### src/sv/jh2d_pkg.sv
// ----------------------------------------------------------------------------
// jh2d_pkg
// Shared types and constants of the 2D joint histogram accumulator.
// ----------------------------------------------------------------------------
package jh2d_pkg;

    // default sizes
    localparam int DEF_BINS_PER_AXIS = 64;
    localparam int DEF_SAMPLE_BITS   = 16;

    // fixed field widths
    localparam int SAMPLE_W    = 16;
    localparam int READ_IDX_W  = 6;
    localparam int COUNT_W     = 32;
    localparam int CFG_IDX_W   = 2;
    localparam int CFG_DATA_W  = 16;
    localparam int IN_TDATA_W  = 48;
    localparam int OUT_TDATA_W = 96;

    localparam logic [COUNT_W-1:0] COUNT_MAX = '1;

    // configuration register indexes
    localparam logic [CFG_IDX_W-1:0] REG_RANGE_LOW_A  = 2'd0;
    localparam logic [CFG_IDX_W-1:0] REG_RANGE_HIGH_A = 2'd1;
    localparam logic [CFG_IDX_W-1:0] REG_RANGE_LOW_B  = 2'd2;
    localparam logic [CFG_IDX_W-1:0] REG_RANGE_HIGH_B = 2'd3;

    // item kinds carried on tuser
    localparam logic FUNC_ACCUM = 1'b0;
    localparam logic FUNC_READ  = 1'b1;

    // controller states
    typedef enum logic [2:0] {
        ST_CLEAR,
        ST_IDLE,
        ST_MAP,
        ST_READ,
        ST_MODIFY,
        ST_WRITE
    } state_t;

    // status of one axis bin mapper
    typedef struct packed {
        logic busy;
        logic ok;
    } map_status_t;

endpackage

### src/sv/jh2d_bin_map.sv
// ----------------------------------------------------------------------------
// jh2d_bin_map
// Maps one sample onto a bin of its axis: range check, then a restoring
// divider producing floor((v-low)*BINS/(high-low)) one bit per cycle.
// ----------------------------------------------------------------------------
module jh2d_bin_map #(
    parameter int BINS_PER_AXIS = jh2d_pkg::DEF_BINS_PER_AXIS,
    parameter int SW            = jh2d_pkg::SAMPLE_W
) (
    input  logic                       clk,
    input  logic                       rst_n,
    input  logic                       start,
    input  logic [SW-1:0]              sample,
    input  logic [SW-1:0]              range_low,
    input  logic [SW-1:0]              range_high,
    output jh2d_pkg::map_status_t      status,
    output logic [(BINS_PER_AXIS > 1 ? $clog2(BINS_PER_AXIS) : 1)-1:0] bin
);

    localparam int QB  = (BINS_PER_AXIS > 1) ? $clog2(BINS_PER_AXIS) : 1;
    localparam int NW  = SW + $clog2(BINS_PER_AXIS + 1);
    localparam int SCW = (QB > 1) ? $clog2(QB) : 1;

    logic           busy_reg, busy_next;
    logic [SCW-1:0] step_reg, step_next;
    logic           ok_reg;
    logic           top_reg;
    logic           empty_reg;
    logic [SW-1:0]  div_reg;
    logic [SW-1:0]  rem_reg, rem_next;
    logic [QB-1:0]  quo_reg, quo_next;

    logic [NW-1:0]  num;
    logic [SW:0]    trial;
    logic           fits;

    // scaled numerator, only meaningful when the sample is in range
    assign num = NW'(sample - range_low) * NW'(BINS_PER_AXIS);

    // one restoring step
    always_comb
    begin
        trial     = {rem_reg, quo_reg[QB-1]};
        fits      = (trial >= {1'b0, div_reg});
        rem_next  = fits ? SW'(trial - {1'b0, div_reg}) : SW'(trial);
        quo_next  = QB'({quo_reg, fits});
        busy_next = busy_reg;
        step_next = step_reg;
        if (start)
        begin
            busy_next = 1'b1;
            step_next = '0;
        end
        else if (busy_reg)
        begin
            step_next = step_reg + 1'b1;
            if (step_reg == SCW'(QB - 1))
            begin
                busy_next = 1'b0;
            end
        end
    end

    // control
    always_ff @(posedge clk or negedge rst_n)
    begin
        if (!rst_n)
        begin
            busy_reg <= 1'b0;
            step_reg <= '0;
        end
        else
        begin
            busy_reg <= busy_next;
            step_reg <= step_next;
        end
    end

    // datapath: load on start, step while busy
    always_ff @(posedge clk)
    begin
        if (start)
        begin
            ok_reg    <= (sample >= range_low) && (sample <= range_high);
            top_reg   <= (sample == range_high);
            empty_reg <= (range_high == range_low);
            div_reg   <= range_high - range_low;
            rem_reg   <= SW'(num >> QB);
            quo_reg   <= num[QB-1:0];
        end
        else if (busy_reg)
        begin
            rem_reg <= rem_next;
            quo_reg <= quo_next;
        end
    end

    assign status.busy = busy_reg;
    assign status.ok   = ok_reg;

    // top value clamps to the last bin, an empty range maps to bin 0
    assign bin = empty_reg ? '0 : (top_reg ? QB'(BINS_PER_AXIS - 1) : quo_reg);

endmodule

### config.mk
export PLATFORM = sky130hd
export DESIGN_NAME = jh2d_bin_map
export DESIGN_NICKNAME = d
export VERILOG_FILES = /design/src/sv/jh2d_pkg.sv /design/src/sv/jh2d_bin_map.sv
export SDC_FILE = /design/constraint.sdc
export NUM_CORES = 1
export LEC_CHECK = 0
export BUFFER_PORTS_ARGS = -buffer_cell sky130_fd_sc_hd__buf_4
export CAP_MARGIN = 20
export CORE_UTILIZATION = 54
export DETAILED_ROUTE_END_ITERATION = 7
export PLACE_DENSITY_LB_ADDON = 0.12
export SYNTH_ARGS = -nofsm -noshare
export SYNTH_HDL_FRONTEND = slang
export SYNTH_SLANG_ARGS = --single-unit
### constraint.sdc
create_clock -name clk -period 2.2 [get_ports clk]
set_input_delay 0.33 -clock clk [delete_from_list [all_inputs] [get_ports clk]]
set_output_delay 0.33 -clock clk [all_outputs]
set_load 0.02 [all_outputs]
==> results.md, run 1 <==
* Syn Std Cell Area at 4490 um2
* Worst slew pin tran at 0.530 ns
* Vias in the first global route at 4,373
* Power density cells at 994 nW/um2
* Ys Warns at 0
* Pin count of the biggest net entering global routing at 30
* Post-synth top area cell: edfxtp_1
* Syn avg cell area at 8.92 um2
* Die Footprint at 8680 um2
* Flop and latch count out of synthesis at 45
* Max Clock Skew at 0.0120 ns
* Antenna violations before repair at 0
* Final hold viol count at 0
* DIE WIDTH at 93.1 um
* Die Y at 93.1 um
* Crit. End Element: register
* First-pass GRT wire length at 20,500 um
* WHS at 0.339 ns
* Drt wl/cell at 16.8 um
* Clk buf depth at 2
* Synth Net Count at 622
* Later-pin clock latency in the skew report at 0.31 ns
* Clock-pin slew on the worst setup and hold paths at 0.09 ns
* Total Wirelength at 12,700 um
* CTS tree: built
* Antenna cells at 0
* Setup WS post-layout at -0.328 ns
* Drt pass-1 iters at 7
* Cells after synthesis at 503
* MaxCap Viol Count at 0
* VDD IR max at 0.483 mV
* Std cell rows at 32
* GP Congestion at 0.898
* Min Tclk post-route at 2.53 ns
* Req. time, crit path at 2.27 ns
* Setup TNS Final at -4.30 ns
* Global route overflow at 0
* Synth top area cells: edfxtp_1 23%, ha_1 18%, inv_1 5.4%
* Core area at 7890 um2
* Library cells used by synthesis at 59
* Clock Sink Count at 45
* Max Slew Vio Count at 0
* DR iter-0 viols at 227
* Lkg Pwr at 2.97 nW
* Relative max-transition margin at 0.647
* Synth top area share at 0.234
* I/O pin cnt at 59
* # DRC at 0
* Fin crit share at 1.15
* Final setup viols at 18
* CTS root buffer: clkbuf_8
* Seq/Total Area, Yosys at 0.283
* Failing checks: negative setup slack
* FFs w/ async S/R, synth at 0.0889
* Run status: finished with violations
* Vias/cell at 5.68
* Detailed placement HPWL at 9230 um
* Starting Density at 0.569
* Commonest register cell after synthesis: edfxtp_1
* Worst Setup SP: rem_reg[4]
* Element type at the critical path start: register
* Htree depth at 2
* Via count at 4,304
* HP Class: input port to async pin
* Max Clock Freq at 396 MHz
* Layout cell share with drive strength beyond 1 at 0.348
* Worst R2R Start: rem_reg[4]
* Final net count at 774
* Arrival @ worst endpoint at 2.60 ns
* Number of synthesized flops with an enable pin at 35
* Layout area overhead at 38.5%
* Crit-path max FO at 3
* Port bufs at 58
* Detail Route Antenna Nets at 0
* Unrepaired setup endpoints after global routing: yes
* All-Layer GR Usage at 0.305
* Crit path kind: register to register
* Clock buffer count from CTS at 5
==> cells in the mapped netlist, types with 6 or more instances <==
| master | n |
|---|---|
| nor3_1 | 10 |
| dfxtp_1 | 6 |
| xor2_1 | 16 |
| o21a_1 | 8 |
| edfxtp_1 | 35 |
| nor2b_1 | 9 |
| nand3_1 | 13 |
| xnor2_1 | 24 |
| o21bai_1 | 6 |
| inv_1 | 64 |
| ha_1 | 65 |
| a21oi_1 | 38 |
| o211ai_1 | 6 |
| nand4_1 | 8 |
| a21o_1 | 14 |
| mux2i_1 | 21 |
| nand2b_1 | 6 |
| nand2_1 | 25 |
| o21ai_0 | 20 |
| nor2_1 | 39 |
==> cell families after synthesis <==
group	Yosys count	synth area share
compound gates	124	0.184
fa+ha+maj	68	0.195
mux	21	0.0469
buf+inv	74	0.0678
xor+xnor	40	0.0781
flops	45	0.283
simple gates	131	0.146
==> worst max-delay path: stages, from the launching register on <==
cell and delay (ns):
edfxtp_1 0.42, ha_2 0.22, buf_4 0.14, o21a_1 0.20, o21ai_0 0.26, a21oi_2 0.08, o211ai_1 0.31, buf_4 0.17
o21bai_1 0.05, a21oi_1 0.16, xor2_1 0.19, o21ai_2 0.09
==> stage by stage <==
step	utilization	instances	power (mW)	cell area, um2	setup WS, ns
6_report	0.788	758	6.17	6210	-0.328
5_1_grt	0.788	758	6.51	6210	-0.391
4_1_cts	0.768	755	5.87	6060	-0.282
3_5_place_dp	0.711	728	4.45	5610	-0.390
3_3_place_gp	0.711	728	4.34	5610	-0.351
2_1_floorplan	-	503	3.47	4530	-0.171
==> final timing paths <==
check / end / slack [ns] / cells past startpoint
max in group asynchronous: step_reg[0] / 1.76 / 2
min in group clk: quo_reg[2] / 0.41 / 2
worst max-delay path: rem_reg[12] / -0.33 / 11
worst min-delay path: step_reg[2] / 0.34 / 2
worst min register to register: quo_reg[3] / 0.54 / 2
worst max register to register: rem_reg[12] / -0.33 / 11
==> placed cells by master, fill, tap and decap left out, drive strengths merged, types with 16 or more instances in the layout <==
master / Yosys / final
a21oi: 40 / 40
buf: 6 / 154
edfxtp: 35 / 35
ha: 65 / 65
inv: 64 / 65
mux2i: 21 / 21
nand2: 25 / 25
nor2: 40 / 40
o21ai: 26 / 26
xnor2: 24 / 24
xor2: 16 / 16
==> repair_timing <==
action,CTS,global route
setup buffers,15,7
pin swaps,18,20
cloned,3,0
endpoints found under the hold margin,4,0
resized for setup,30,36
hold buffers,1,0
endpoints found under the setup margin,18,21
==> metal layers <==
metal  vias up  GRT usage  routed length [um]  part of all wire
li1       2091          -                   -                 -
met5         -          0                   0                 0
met1      2022      0.380                5450              0.43
met3        30     0.0317                 566             0.045
met2       161      0.537                6360              0.50
met4         0      0.121                 342             0.027
==> layout make-up <==
type / instances / area (um2)
clock inverter: 3 / 21.3
clock buffer: 5 / 68.8
multi-input combinational: 384 / 3240
timing repair buffer: 155 / 1240
sequential: 45 / 1270
tap: 102 / 128
inverter: 64 / 245
fill: 536 / 1680
==> report_power, final <==
part           switching, mW  internal [mW]  leakage [nW]  total [mW]
combinational           2.05           2.21          2.47        4.26
clock                  0.300          0.226        0.0445       0.525
sequential             0.157           1.23         0.454        1.38
total                   2.51           3.67          2.97        6.17
Note: power is estimated with default switching activity, not from simulation.
==> run 2: changes to the inputs <==
- SETUP_SLACK_MARGIN: unset -> 0.2
==> run 2 against run 1 <==
  * The run still ends with negative setup slack left
  * Hold slack better by 0.0074 ns
  * Combinational power about the same
  * First-iteration DRC count down 0.88%
  * Fmax is 2.5% lower
  * Die area is the same
  * Critical path type unchanged
  * Critical endpoint is now rem_reg[14]
  * Worst setup slack got worse by 0.065 ns
==> results.md, run 2 (same netlist as run 1, synthesis figures left out) <==
* Run status: finished with violations (unchanged)
* Failing checks: negative setup slack (unchanged)
* Element type at the critical path start: register (unchanged)
* Placed Instance Area at 5650 um2 (was 5610 um2)
* DR iter-0 viols at 225 (was 227)
* Final instance area at 6360 um2 (was 6210 um2)
* Crit path kind: register to register (unchanged)
* CP top delay family: compound AO/OA/AOI/OAI gates (unchanged)
* Std cell rows at 32 (unchanged)
* Crit. End Element: register (unchanged)
* Clock Sink Count at 45 (unchanged)
* Worst slew pin tran at 0.631 ns (was 0.530 ns)
* Clock-pin slew on the worst setup and hold paths at 0.09 ns (about the same)
* DIE WIDTH at 93.1 um (unchanged)
* Core area at 7890 um2 (unchanged)
* HP Class: input port to async pin (unchanged)
* Final setup viols at 17 (was 18)
* Critical path cell sequence: inv_1 > ha_4 > inv_1 > fa_2 > nand2_1 > a21o_1 > a21oi_1 > o211ai_1 > o21ai_1 > a21oi_1 > xor2_1 > o211ai_1 (was ha_2 > buf_4 > o21a_1 > o21ai_0 > a21oi_2 > o211ai_1 > buf_4 > o21bai_1 > a21oi_1 > xor2_1 > o21ai_2)
* Final hold viol count at 0 (unchanged)
* Met1 Usage GRT at 0.381 (was 0.380)
* CTS tree: built (unchanged)
* Relative max-transition margin at 0.579 (was 0.647)
* Max Slew Vio Count at 0 (unchanged)
* Power Total at 6.12 mW (was 6.17 mW)
* Fin crit share at 1.18 (was 1.15)
* Setup WS post-layout at -0.393 ns (was -0.328 ns)
* Clock buffer count from CTS at 5 (unchanged)
* All-Layer GR Usage at 0.301 (was 0.305)
* I/O pin cnt at 59 (unchanged)
* Global route overflow at 0 (unchanged)
* Commonest non-fill, non-tap cell in the layout: buf_4 (unchanged)
* Antenna violations before repair at 0 (unchanged)
* Max Clock Skew at 0.0136 ns (was 0.0120 ns)
* Die Y at 93.1 um (unchanged)
* # DRC at 0 (unchanged)
* Die Footprint at 8680 um2 (unchanged)
* Antenna cells at 0 (unchanged)
* Max Clock Freq at 386 MHz (was 396 MHz)
* Lkg Pwr at 3.01 nW (was 2.97 nW)
* CTS root buffer: clkbuf_8 (unchanged)
* Setup TNS Final at -3.97 ns (was -4.30 ns)
* Total Wirelength at 12,800 um (was 12,700 um)
* Unrepaired setup endpoints after global routing: yes (unchanged)
* Worst path slowest cell: fa_2 (was edfxtp_1)
* Crit-path max FO at 3 (unchanged)
* Arrival @ worst endpoint at 2.65 ns (was 2.60 ns)
* Drt wl/cell at 16.9 um (was 16.8 um)
* Layout area overhead at 41.9% (was 38.5%)
* Pin count of the biggest net entering global routing at 33 (was 30)
* Power density cells at 961 nW/um2 (was 994 nW/um2)
* Htree depth at 2 (unchanged)
* Starting Density at 0.569 (unchanged)
* First-pass GRT wire length at 20,300 um (was 20,500 um)
* Via count at 4,313 (was 4,304)
* GP Congestion at 0.880 (was 0.898)
* Met2 Use GR at 0.521 (was 0.537)
* VDD IR max at 0.523 mV (was 0.483 mV)
* Detail Route Antenna Nets at 0 (unchanged)
* Port bufs at 58 (unchanged)
* Req. time, crit path at 2.25 ns (was 2.27 ns)
* CP max stage delay at 0.34 ns (was 0.42 ns)
* Final net count at 776 (was 774)
* Later-pin clock latency in the skew report at 0.30 ns (was 0.31 ns)
* MaxCap Viol Count at 0 (unchanged)
* Top Usage Layer GRT: met2 (unchanged)
* Clk buf depth at 2 (unchanged)
* Detailed placement HPWL at 9290 um (was 9230 um)
* Vias/cell at 5.68 (about the same)
* Layout cell share with drive strength beyond 1 at 0.369 (was 0.348)
* WP buf/inv at 2 (unchanged)
* Vias in the first global route at 4,385 (was 4,373)
* Min Tclk post-route at 2.59 ns (was 2.53 ns)
* Most frequent cells in the layout: 143 x buf_4, 55 x inv_1, 50 x ha_1 (was 146 x buf_4, 57 x inv_1, 54 x ha_1)
* Met3 usage at 0.0228 (was 0.0317)
* Drt pass-1 iters at 5 (was 7)
## run 2: routing by layer
layer / wire, um / vias to the layer above
met4: 422 / 0
met1: 5620 / 2042
met3: 550 / 31
met5: 0 / -
met2: 6210 / 146
li1: - / 2094
## run 2: worst paths after layout
path | start | slack, ns | to | cells after the start
max | quo_reg[5] | -0.39 | rem_reg[14] | 12
min | rst_n | 0.35 | busy_reg | 2
max reg2reg | quo_reg[5] | -0.39 | rem_reg[14] | 12
min reg2reg | quo_reg[2] | 0.55 | quo_reg[2] | 2
max in group asynchronous | rst_n | 1.76 | step_reg[1] | 2
min in group clk | start | 0.44 | quo_reg[2] | 2
## run 2: final cells by class
cell class	count	area (um2)
Multi-Input combinational cell	384	3340
Tap cell	102	128
Fill cell	488	1520
Timing Repair Buffer	157	1290
Inverter	64	255
Sequential cell	45	1270
Clock buffer	5	68.8
Clock inverter	3	17.5
## run 2: metrics by stage
step	worst slack, ns	utilization	instances	hold WS, ns
after floorplan	-0.171	-	503	0.0344
after global placement	-0.322	0.716	727	0.127
after detailed placement	-0.353	0.716	727	0.131
after CTS	-0.236	0.787	753	0.341
after global routing	-0.508	0.807	760	0.342
final	-0.393	0.807	760	0.346
## run 2: report_power, final
group / switching, mW / internal (mW) / total, mW
clock network: 0.281 / 0.220 / 0.501
registers: 0.153 / 1.23 / 1.38
logic: 2.05 / 2.19 / 4.24
## run 2: timing repair
item / in CTS / in global routing
endpoints found under the hold margin: 4 / 0
pin swaps: 46 / 28
cloned: 2 / 0
gates resized for setup: 63 / 21
setup buffers: 15 / 7
hold buffers: 1 / 0
endpoints found under the setup margin: 22 / 23
==> run 3: changes to the inputs <==
- ABC_AREA: unset -> 1
- CORE_UTILIZATION: 54 -> 55
==> run 3 against run 2 <==
  * The run now ends clean
  * Flip-flop and latch count is the same
  * Sequential power is essentially flat
  * Non-clock buffer count decreased by 57
  * Clock power grew 15%
  * Core utilization fell by 6.9 points
  * First-iteration DRC count rose by 15%
  * Fmax up 21%
  * Hold slack gained 0.032 ns
==> results.md, run 3 <==
* Run status: finished clean (was finished with violations)
* Detailed placement HPWL at 11,000 um (was 9290 um)
* Most frequent cells in the layout: 183 x nand2_1, 124 x inv_1, 92 x buf_4 (was 143 x buf_4, 55 x inv_1, 50 x ha_1)
* Layout cell share with drive strength beyond 1 at 0.239 (was 0.369)
* Drt wl/cell at 15.5 um (was 16.9 um)
* Antenna cells at 0 (unchanged)
* Via count at 5,252 (was 4,313)
* Min Tclk post-route at 2.15 ns (was 2.59 ns)
* Max Clock Freq at 465 MHz (was 386 MHz)
* Starting Density at 0.575 (was 0.569)
* Synth cell count leaders: 211 x nand2_1, 138 x inv_1, 65 x ha_1 (was 65 x ha_1, 64 x inv_1, 39 x nor2_1)
* CTS root buffer: clkbuf_8 (unchanged)
* Crit-path max FO at 6 (was 3)
* Drt pass-1 iters at 5 (unchanged)
* Fill cells at 681 (was 488)
* DR iter-0 viols at 258 (was 225)
* Total Wirelength at 14,700 um (was 12,800 um)
* All-Layer GR Usage at 0.300 (was 0.301)
* Die Footprint at 9600 um2 (was 8680 um2)
* Top-count cell post-synth: nand2_1 (was ha_1)
* Number of synthesized flops with an enable pin at 35 (unchanged)
* Final setup viols at 0 (was 17)
* Register area at 1270 um2 (unchanged)
* Clock-pin slew on the worst setup and hold paths at 0.09 ns (about the same)
* CTS tree: built (unchanged)
* Final instance area at 6500 um2 (was 6360 um2)
* Req. time, crit path at 2.25 ns (about the same)
* Arrival @ worst endpoint at 2.20 ns (was 2.65 ns)
* Syn avg cell area at 6.82 um2 (was 8.92 um2)
* Flop and latch count out of synthesis at 45 (unchanged)
* Ys Warns at 0 (unchanged)
* Max Slew Vio Count at 0 (unchanged)
* Clock buffer count from CTS at 5 (unchanged)
* Later-pin clock latency in the skew report at 0.30 ns (about the same)
* Pin count of the biggest net entering global routing at 25 (was 33)
* CP top delay family: simple AND/OR/NAND/NOR gates (was compound AO/OA/AOI/OAI gates)
* Std cell rows at 34 (was 32)
* Fin crit share at 0.977 (was 1.18)
* Crit path kind: register to register (unchanged)
* FF-to-FF setup slack at 0.05 ns (was -0.39 ns)
* Port bufs at 58 (unchanged)
* First-pass GRT wire length at 23,000 um (was 20,300 um)
* Layout area overhead at 28.2% (was 41.9%)
* Cells after synthesis at 743 (was 503)
* Syn Std Cell Area at 5070 um2 (was 4490 um2)
* Clock Sink Count at 45 (unchanged)
* Final hold viol count at 0 (unchanged)
* Commonest register cell after synthesis: edfxtp_1 (unchanged)
* Clk buf depth at 2 (unchanged)
* CP max stage delay at 0.45 ns (was 0.34 ns)
* VDD IR max at 0.438 mV (was 0.523 mV)
* Vias in the first global route at 5,068 (was 4,385)
* Synth top area cells: edfxtp_1 21%, ha_1 16%, nand2_1 16% (was edfxtp_1 23%, ha_1 18%, inv_1 5.4%)
* Synth Net Count at 862 (was 622)
* Detail Route Antenna Nets at 0 (unchanged)
* Post-synth top area cell: edfxtp_1 (unchanged)
* Setup WS post-layout at 0.0496 ns (was -0.393 ns)
* Global route overflow at 0 (unchanged)
* Worst path slowest cell: edfxtp_1 (was fa_2)
* Htree depth at 2 (unchanged)
* Element type at the critical path start: register (unchanged)
* Lkg Pwr at 3.38 nW (was 3.01 nW)
* Setup TNS Final at 0 ns (was -3.97 ns)
* Seq/Total Area, Yosys at 0.251 (was 0.283)
* Unrepaired setup endpoints after global routing: yes (unchanged)
* Max Clock Skew at 0.0106 ns (was 0.0136 ns)
* Worst slew pin tran at 0.503 ns (was 0.631 ns)
* # DRC at 0 (unchanged)
* Setup WS pre-CTS at 0.00247 ns (was -0.353 ns)
* Synth top area share at 0.207 (was 0.234)
* Critical path cell sequence: ha_4 > nand2_1 > nor2_1 > nand3_1 > nor2_4 > nor2_4 > buf_8 > nand2_4 > nand2_2 > nand3_2 > nand2_1 (was inv_1 > ha_4 > inv_1 > fa_2 > nand2_1 > a21o_1 > a21oi_1 > o211ai_1 > o21ai_1 > a21oi_1 > xor2_1 > o211ai_1)
* HP Class: input port to register (was input port to async pin)
* FFs w/ async S/R, synth at 0.0889 (unchanged)
* Antenna violations before repair at 0 (unchanged)
* Relative max-transition margin at 0.661 (was 0.579)
* Commonest non-fill, non-tap cell in the layout: nand2_1 (was buf_4)
* GP Congestion at 0.885 (was 0.880)
* MaxCap Viol Count at 0 (unchanged)
* Power density cells at 1040 nW/um2 (was 961 nW/um2)
* WP buf/inv at 1 (was 2)
* Die Y at 98.0 um (was 93.1 um)
* Vias/cell at 5.51 (was 5.68)
* Fin cells at 953 (was 760)
* DIE WIDTH at 98.0 um (was 93.1 um)
* Placed Instance Area at 5750 um2 (was 5650 um2)
* Multi-input combinational cell area at 3630 um2 (was 3340 um2)
* Library cells used by synthesis at 39 (was 59)
* Final net count at 963 (was 776)
* Core area at 8810 um2 (was 7890 um2)
* Placed Cells at 921 (was 727)
* Crit. End Element: register (unchanged)
* I/O pin cnt at 59 (unchanged)
run 3: where the power goes:
part / internal, mW / switching [mW]
sequential: 1.22 / 0.186
clock: 0.292 / 0.282
combinational: 2.03 / 2.74
run 3: timing repair:
item,in CTS,in global routing
endpoints found under the setup margin,16,19
hold endpoints to repair,4,0
hold buffers,1,0
gates resized for setup,31,66
pin swaps,4,32
cloned,2,1
buffers inserted,6,14
run 3: path summary, 6_finish.rpt:
check	from	end	cells past startpoint
setup / recovery	rem_reg[2]	rem_reg[7]	11
min in group asynchronous	rst_n	step_reg[0]	2
hold reg to reg	step_reg[2]	busy_reg	1
setup reg to reg	rem_reg[2]	rem_reg[7]	11
hold / removal	start	div_reg[14]	1
max in group asynchronous	rst_n	step_reg[1]	2
run 3: worst register-to-register path, cell delays in order (launching register included):
cell and delay (ns):
edfxtp_1 0.45, ha_4 0.34, nand2_1 0.11, nor2_1 0.20, nand3_1 0.16, nor2_4 0.13
nor2_4 0.06, buf_8 0.15, nand2_4 0.11, nand2_2 0.08, nand3_2 0.08, nand2_1 0.04
run 3: logic make-up (layout without fill, tap and decap cells):
logic type,count (synthesis),count (layout),share of synthesized area
buf+inv,148,248,0.114
xor+xnor,25,25,0.0432
flops,45,45,0.251
compound gates,88,88,0.0928
simple gates,369,371,0.326
fa+ha+maj,68,68,0.172
run 3: routing by layer:
layer | track usage | part of all wire | up-vias | wire length, um
li1 | - | - | 2611 | -
met1 | 0.366 | 0.42 | 2406 | 6190
met2 | 0.538 | 0.49 | 190 | 7280
met3 | 0.0222 | 0.044 | 45 | 646
met4 | 0.140 | 0.041 | 0 | 609
met5 | 0 | 0 | - | 0
run 3: cell type report:
type	instances	share of cell area
sequential	45	0.196
inverter	140	0.0815
clock buffer	7	0.0150
timing repair buffer	100	0.127
clock inverter	1	0.000770
tap	108	0.0208
multi-input combinational	552	0.559
run 3: metrics by stage:
step                      hold WS [ns]   util  power, mW
final                            0.379  0.738       6.75
after detailed placement         0.128  0.653       4.74
after global placement           0.125  0.653       4.65
after floorplan                 0.0344      -       3.85
after global routing             0.376  0.738       7.24
after CTS                        0.357  0.701       5.82
